### src/rtl/vmt_pkg.sv
// Package for the VLAN membership table.
// Holds the command and response transaction types, the operation and status codes,
// the controller state encoding and the control structs. No dependencies.
package vmt_pkg;

  localparam int unsigned VLAN_ID_W = 12;
  localparam int unsigned PORT_W = 32;
  localparam int unsigned KIND_W = 3;
  localparam int unsigned STATUS_W = 2;

  localparam int unsigned PORT_COUNT_DEF = 32;
  localparam int unsigned VLAN_COUNT_DEF = 4096;

  typedef enum logic [KIND_W-1:0] {
    KIND_CREATE      = 3'd0,
    KIND_DESTROY     = 3'd1,
    KIND_DESTROY_ALL = 3'd2,
    KIND_PORT_ADD    = 3'd3,
    KIND_PORT_REMOVE = 3'd4,
    KIND_PORT_GET    = 3'd5
  } kind_e;

  typedef enum logic [STATUS_W-1:0] {
    STATUS_OK        = 2'd0,
    STATUS_PARAM     = 2'd1,
    STATUS_EXISTS    = 2'd2,
    STATUS_NOT_FOUND = 2'd3
  } status_e;

  typedef enum logic [2:0] {
    ST_SWEEP = 3'b001,
    ST_IDLE  = 3'b010,
    ST_EXEC  = 3'b100
  } state_e;

  typedef struct packed {
    logic [KIND_W-1:0]    kind;
    logic [VLAN_ID_W-1:0] vlan_id;
    logic [PORT_W-1:0]    member_ports;
    logic [PORT_W-1:0]    untagged_ports;
  } req_t;

  typedef struct packed {
    logic [STATUS_W-1:0] status;
    logic [PORT_W-1:0]   member_ports_out;
    logic [PORT_W-1:0]   untagged_ports_out;
  } rsp_t;

  // Controller to datapath.
  typedef struct packed {
    logic capture;  // latch the request and read its table entry
    logic exec;     // execute the latched command and load the response
    logic sweep;    // clear one table entry at the sweep pointer
  } ctl_cmd_t;

  // Datapath to controller.
  typedef struct packed {
    logic out_free;    // response register can take a result this cycle
    logic cmd_all;     // latched command is destroy all
    logic sweep_last;  // sweep pointer is at the last entry
  } ctl_stat_t;

endpackage

### src/rtl/vmt_ctrl.sv
// Controller of the VLAN membership table: sequences the clearing sweep,
// request capture and command execution. Depends on vmt_pkg.
module vmt_ctrl (
  input  logic               clk_i,
  input  logic               rst_ni,
  input  logic               req_valid_i,
  output logic               req_ready_o,
  input  vmt_pkg::ctl_stat_t stat_i,
  output vmt_pkg::ctl_cmd_t  ctl_o
);

  vmt_pkg::state_e state_q, state_d;

  always_comb begin
    state_d = state_q;
    ctl_o   = '0;
    unique case (state_q)
      vmt_pkg::ST_SWEEP: begin
        ctl_o.sweep = 1'b1;
        if (stat_i.sweep_last) begin
          state_d = vmt_pkg::ST_IDLE;
        end
      end
      vmt_pkg::ST_IDLE: begin
        if (req_valid_i) begin
          ctl_o.capture = 1'b1;
          state_d       = vmt_pkg::ST_EXEC;
        end
      end
      vmt_pkg::ST_EXEC: begin
        // Wait here while the previous response has not been taken.
        if (stat_i.out_free) begin
          ctl_o.exec = 1'b1;
          state_d    = stat_i.cmd_all ? vmt_pkg::ST_SWEEP : vmt_pkg::ST_IDLE;
        end
      end
      default: begin
        state_d = vmt_pkg::ST_SWEEP;
      end
    endcase
  end

  always_ff @(posedge clk_i or negedge rst_ni) begin
    if (!rst_ni) begin
      state_q <= vmt_pkg::ST_SWEEP;
    end else begin
      state_q <= state_d;
    end
  end

  assign req_ready_o = (state_q == vmt_pkg::ST_IDLE);

endmodule
### config.mk
export PLATFORM = sky130hd
export DESIGN_NAME = vmt_ctrl
export DESIGN_NICKNAME = d
export VERILOG_FILES = /design/src/rtl/vmt_pkg.sv /design/src/rtl/vmt_ctrl.sv
export SDC_FILE = /design/constraint.sdc
export NUM_CORES = 1
export LEC_CHECK = 0
export ABC_AREA = 1
export BUFFER_PORTS_ARGS = -buffer_cell sky130_fd_sc_hd__clkbuf_2
export CORE_AREA = 8 8 45 47
export CTS_CLUSTER_DIAMETER = 150
export DETAILED_ROUTE_END_ITERATION = 7
export DIE_AREA = 0 0 53 55
export GPL_TIMING_DRIVEN = 0
export PLACE_DENSITY = 0.39
export SLEW_MARGIN = 10
export SYNTH_ARGS = -nofsm -noshare
export SYNTH_HDL_FRONTEND = slang
export SYNTH_SLANG_ARGS = --single-unit
export TNS_END_PERCENT = 1
### constraint.sdc
create_clock -name clk_i -period 1.1 [get_ports clk_i]
set_input_delay 0.275 -clock clk_i [delete_from_list [all_inputs] [get_ports clk_i]]
set_output_delay 0.275 -clock clk_i [all_outputs]
set_load 0.1 [all_outputs]
==> metrics.md <==
| Metric | Value |
|---|---|
| Status | `finished, violations left` |
| Violations in the final reports | `setup timing` |
| Final standard cell count with taps included and fillers excluded | `59` |
| Detailed-route vias per instance | `roughly 3.8` |
| Share of the clock period used by the worst path after layout | `142%` |
| Largest stage delay, worst path | `~0.57 ns` |
| Maximum fanout along the worst path | `4` |
| Total power after layout | `between 0.001 and 0.0015 W` |
| Maximum Capacitance Violations | `0` |
| DRC violation count after routing | `0` |
| DIE WIDTH | `53 um` |
| Max reg flops | `3` |
| Arrival time of the worst setup path | `~1.3 ns` |
| Sinks on the clock net | `3` |
| Grt ovf | `0` |
| Share of the synthesized area in the top cell type | `between 20% and 30%` |
| Clock skew | `roughly 0.0012 ns` |
| Number of buffers between clock root and the deepest sink | `2` |
| Clock tree from TritonCTS | `done` |
| Power density normalized to cell area | `3470 nW/um^2` |
| Power Internal | `between 0.0006 and 0.0007 W` |
| Critical path type | `reg2out` |
| Fraction of synthesized cell area in xor and xnor cells | `0%` |
| Tightest Pin Transition | `approximately 0.23 ns` |
| Post-synth EDFFs | `0` |
| H-tree lvl count | `1` |
| Post-Synthesis Net Count | `33` |
| Most numerous cell types in the synthesized netlist | `6 x sky130_fd_sc_hd__inv_1, 6 x sky130_fd_sc_hd__nor2_1, 4 x sky130_fd_sc_hd__nand3_1, 3 x sky130_fd_sc_hd__nand2_1` |
| Number of detailed-route iterations in the first pass | `5` |
| Post-synthesis share of cell area spent on and, or, nand and nor gates | `a little under two fifths` |
| Largest register by flop count | `state_q` |
| Slew Limit Fails | `0` |
| Worst Setup End Kind | `output port` |
| Type of origin of the critical path | `register` |
| Dominant combinational cell family by area after synthesis | `simple AND/OR/NAND/NOR gates` |
| Fraction of synthesized area in multiplexers | `0%` |
| Number of flip-flops and latches in the synthesized netlist | `3` |
| Clock share of power | `~15%` |
| Synth Area in Adders | `0%` |
| Global-route wire length before repair | `roughly 770 um` |
| Share of flip-flops with an asynchronous set or reset after synthesis | `100%` |
| Height of the chip | `roughly 55 um` |
| Dominant cells by area after synthesis | `sky130_fd_sc_hd__dfrtp_1 27%, sky130_fd_sc_hd__dfstp_2 14%, sky130_fd_sc_hd__inv_1 12%, sky130_fd_sc_hd__nor2_1 12%, sky130_fd_sc_hd__nand3_1 11%` |
| Tightest slew margin relative to the limit | `a little over four fifths` |
| P_leak | `0.195 nW` |
| Detailed-placement wirelength estimate | `410 um` |
| Finish-stage setup viols | `6` |
| DIE AREA | `between 2000 and 3000 um^2` |
| Number of placed cells counting well taps | `52` |
| Number of CTS-inserted buffers | `3` |
| Worst Setup Slack, final | `-0.457 ns` |
| Count of fill cells added during filler insertion | `around 150` |
| Drt initial violations | `10` |
| Portion of the post-synthesis area used by sequential elements | `41.5%` |
| Syn. warnings | `0` |
| Number of antenna diodes | `0` |
| Final non-filler cell area | `around 380 um^2` |
| Area growth from synthesis to layout | `109%` |
| Unique masters post-synth | `10` |
| Number of placement rows | `14` |
| Portion of total power attributed to combinational logic | `66.7%` |
| Post-synthesis cell count | `27` |
| Critical Path, Cell by Cell | `nand3b_1, inv_2, clkbuf_16` |
| Library cell contributing the largest single delay on the critical path | `sky130_fd_sc_hd__dfstp_2` |
| Initial antenna violation count | `0` |
| Overall via count from detail_route | `~230` |
| Unrepaired setup endpoints after global routing | `true` |
| Total length of routed wires | `approximately 540 um` |
| Worst-case setup slack after placement | `-0.443 ns` |
| Primary FF master, synth | `sky130_fd_sc_hd__dfrtp_1` |
| Number of global-route vias before repair | `205` |
| Placed standard-cell area | `around 270 um^2` |
| Number of nets still failing antenna checks after routing | `0` |
| Cell type contributing the most total cell area after synthesis | `sky130_fd_sc_hd__dfrtp_1` |
| Number of placed I/O pins | `10` |
| Post-synthesis compound-gate area fraction | `under 10%` |
| Peak VDD IR | `roughly 1.9 mV` |
| Root Driver | `sky130_fd_sc_hd__clkbuf_4` |
| Period minus WS final | `around 1.6 ns` |
| Largest net degree at the start of global routing | `6` |
| Required time of the critical path | `just over 0.8 ns` |
| Proportion of power drawn by flip-flops and latches | `a little under a fifth` |
| NetSw | `around 0.00068 W` |
| IO buf count | `9` |
| Sw frac | `between 50 and 60%` |
| Post-route setup TNS | `-1.74 ns` |
| Avg Cell Area, Syn | `approximately 6.8 um^2` |
| Placeable core region | `between 1000 and 1500 um^2` |
| Routed wire per std cell | `just over 9 um` |
| Proportion of layout cells with a drive suffix above 1 | `roughly half` |
| Final-stage net count | `50` |
| Kind of path behind the tightest hold check | `in2reg` |
| Starting density of the core | `a little over an eighth` |
| Max Clock Freq | `around 0.64 GHz` |
| Final number of hold-violating endpoints | `0` |
| Regs by FF count | `state_q: 3 flops` |
| Total GRT Usage | `around 4%` |
| Mapped Area | `184 um^2` |
| Placer Congestion | `a little over 0.7` |
| Latest clock arrival within the worst-skew pair | `between 0.2 and 0.25 ns` |
| CTS clock-pin slew for the worst setup and hold paths | `0.04 ns` |
## area by class of cell
| class | instances | area, um^2 | area share, % |
|---|---|---|---|
| well taps | 16 | 20.0 | 5.21 |
| repair buffers | 12 | 130 | 33.9 |
| inverters | 6 | 22.5 | 5.86 |
| flip-flops and latches | 3 | 77.6 | 20.2 |
| multi-input cells | 18 | 108 | 28.0 |
| clock buffers | 4 | 26.3 | 6.84 |
## placed cells by master, fill, tap and decap left out
master	netlist	final
sky130_fd_sc_hd__dfrtp_2	0	1
sky130_fd_sc_hd__nand2_2	0	1
sky130_fd_sc_hd__dfstp_2	1	1
sky130_fd_sc_hd__nor4_4	0	1
sky130_fd_sc_hd__inv_2	0	2
sky130_fd_sc_hd__clkbuf_2	0	5
sky130_fd_sc_hd__o21ai_1	0	1
sky130_fd_sc_hd__clkbuf_1	0	1
sky130_fd_sc_hd__o21bai_1	1	1
sky130_fd_sc_hd__nor2_1	6	4
sky130_fd_sc_hd__nor2_2	0	2
sky130_fd_sc_hd__inv_1	6	4
sky130_fd_sc_hd__buf_4	0	2
sky130_fd_sc_hd__clkbuf_4	0	3
sky130_fd_sc_hd__dfrtp_1	2	1
sky130_fd_sc_hd__buf_8	0	2
sky130_fd_sc_hd__clkbuf_16	0	2
sky130_fd_sc_hd__nand2_1	3	2
sky130_fd_sc_hd__nand3_1	4	4
sky130_fd_sc_hd__o21ai_0	2	1
sky130_fd_sc_hd__dlygate4sd3_1	0	1
sky130_fd_sc_hd__nand3b_1	1	1
## worst max-delay path, delay by kind of cell, from the launching register on
| kind | cells | cell delay, ns |
|---|---|---|
| flip-flops | 1 | 0.57 |
| buffers and inverters | 2 | 0.30 |
| AND/OR/NAND/NOR | 1 | 0.18 |
## cells by family (layout without fill, tap and decap cells)
| kind of cell | Yosys count | after routing |
|---|---|---|
| AND/OR/NAND/NOR | 15 | 15 |
| AO/OA/AOI/OAI | 3 | 3 |
| flip-flops | 3 | 3 |
| buffers and inverters | 6 | 22 |
## metal layers
layer	global-route usage, %	routed length (um)	vias to the layer above	part of all wire (%)
met2	4.49	238	12	44
met5	0	0	-	0
met1	3.81	222	94	41
met3	1.87	59	2	11
met4	7.76	19	0	3.5
li1	-	-	117	-
## power groups by stage
stage | Sequential, W | Combinational (W) | Clock (W)
after floorplan | 0.000229 | 0.000537 | 0
after global placement | 0.000243 | 0.000626 | 0
after detailed placement | 0.000241 | 0.000624 | 0
after CTS | 0.000242 | 0.000789 | 0.000203
after global routing | 0.000256 | 0.000929 | 0.000209
final | 0.000249 | 0.000889 | 0.000194
## through the flow
step	util, %	hold WS [ns]
global route	27.8	0.322
global placement	19.3	0.0748
CTS	26.1	0.313
finish	27.8	0.315
detailed placement	19.3	0.0750
floorplan	-	-0.0206
## worst paths after layout
path | startpoint | to | slack, ns | depth (start not counted)
worst max-delay path | state_q[0] | ctl_o[0] | -0.46 | 3
worst min-delay path | stat_i[0] | state_q[1] | 0.31 | 3
worst max register to register | state_q[0] | state_q[1] | -0.11 | 4
worst min register to register | state_q[1] | state_q[0] | 0.67 | 3
max in group asynchronous | rst_ni | state_q[0] | 0.53 | 2
min in group asynchronous | rst_ni | state_q[2] | 0.37 | 2
## timing repair
item | in CTS | in global routing
pin swaps | 3 | 1
setup endpoints to repair | 5 | 6
hold buffers | 1 | 0
endpoints found under the hold margin | 2 | 0
setup buffers | 0 | 2
resized for setup | 11 | 6
(Power assumes the default switching activity.)
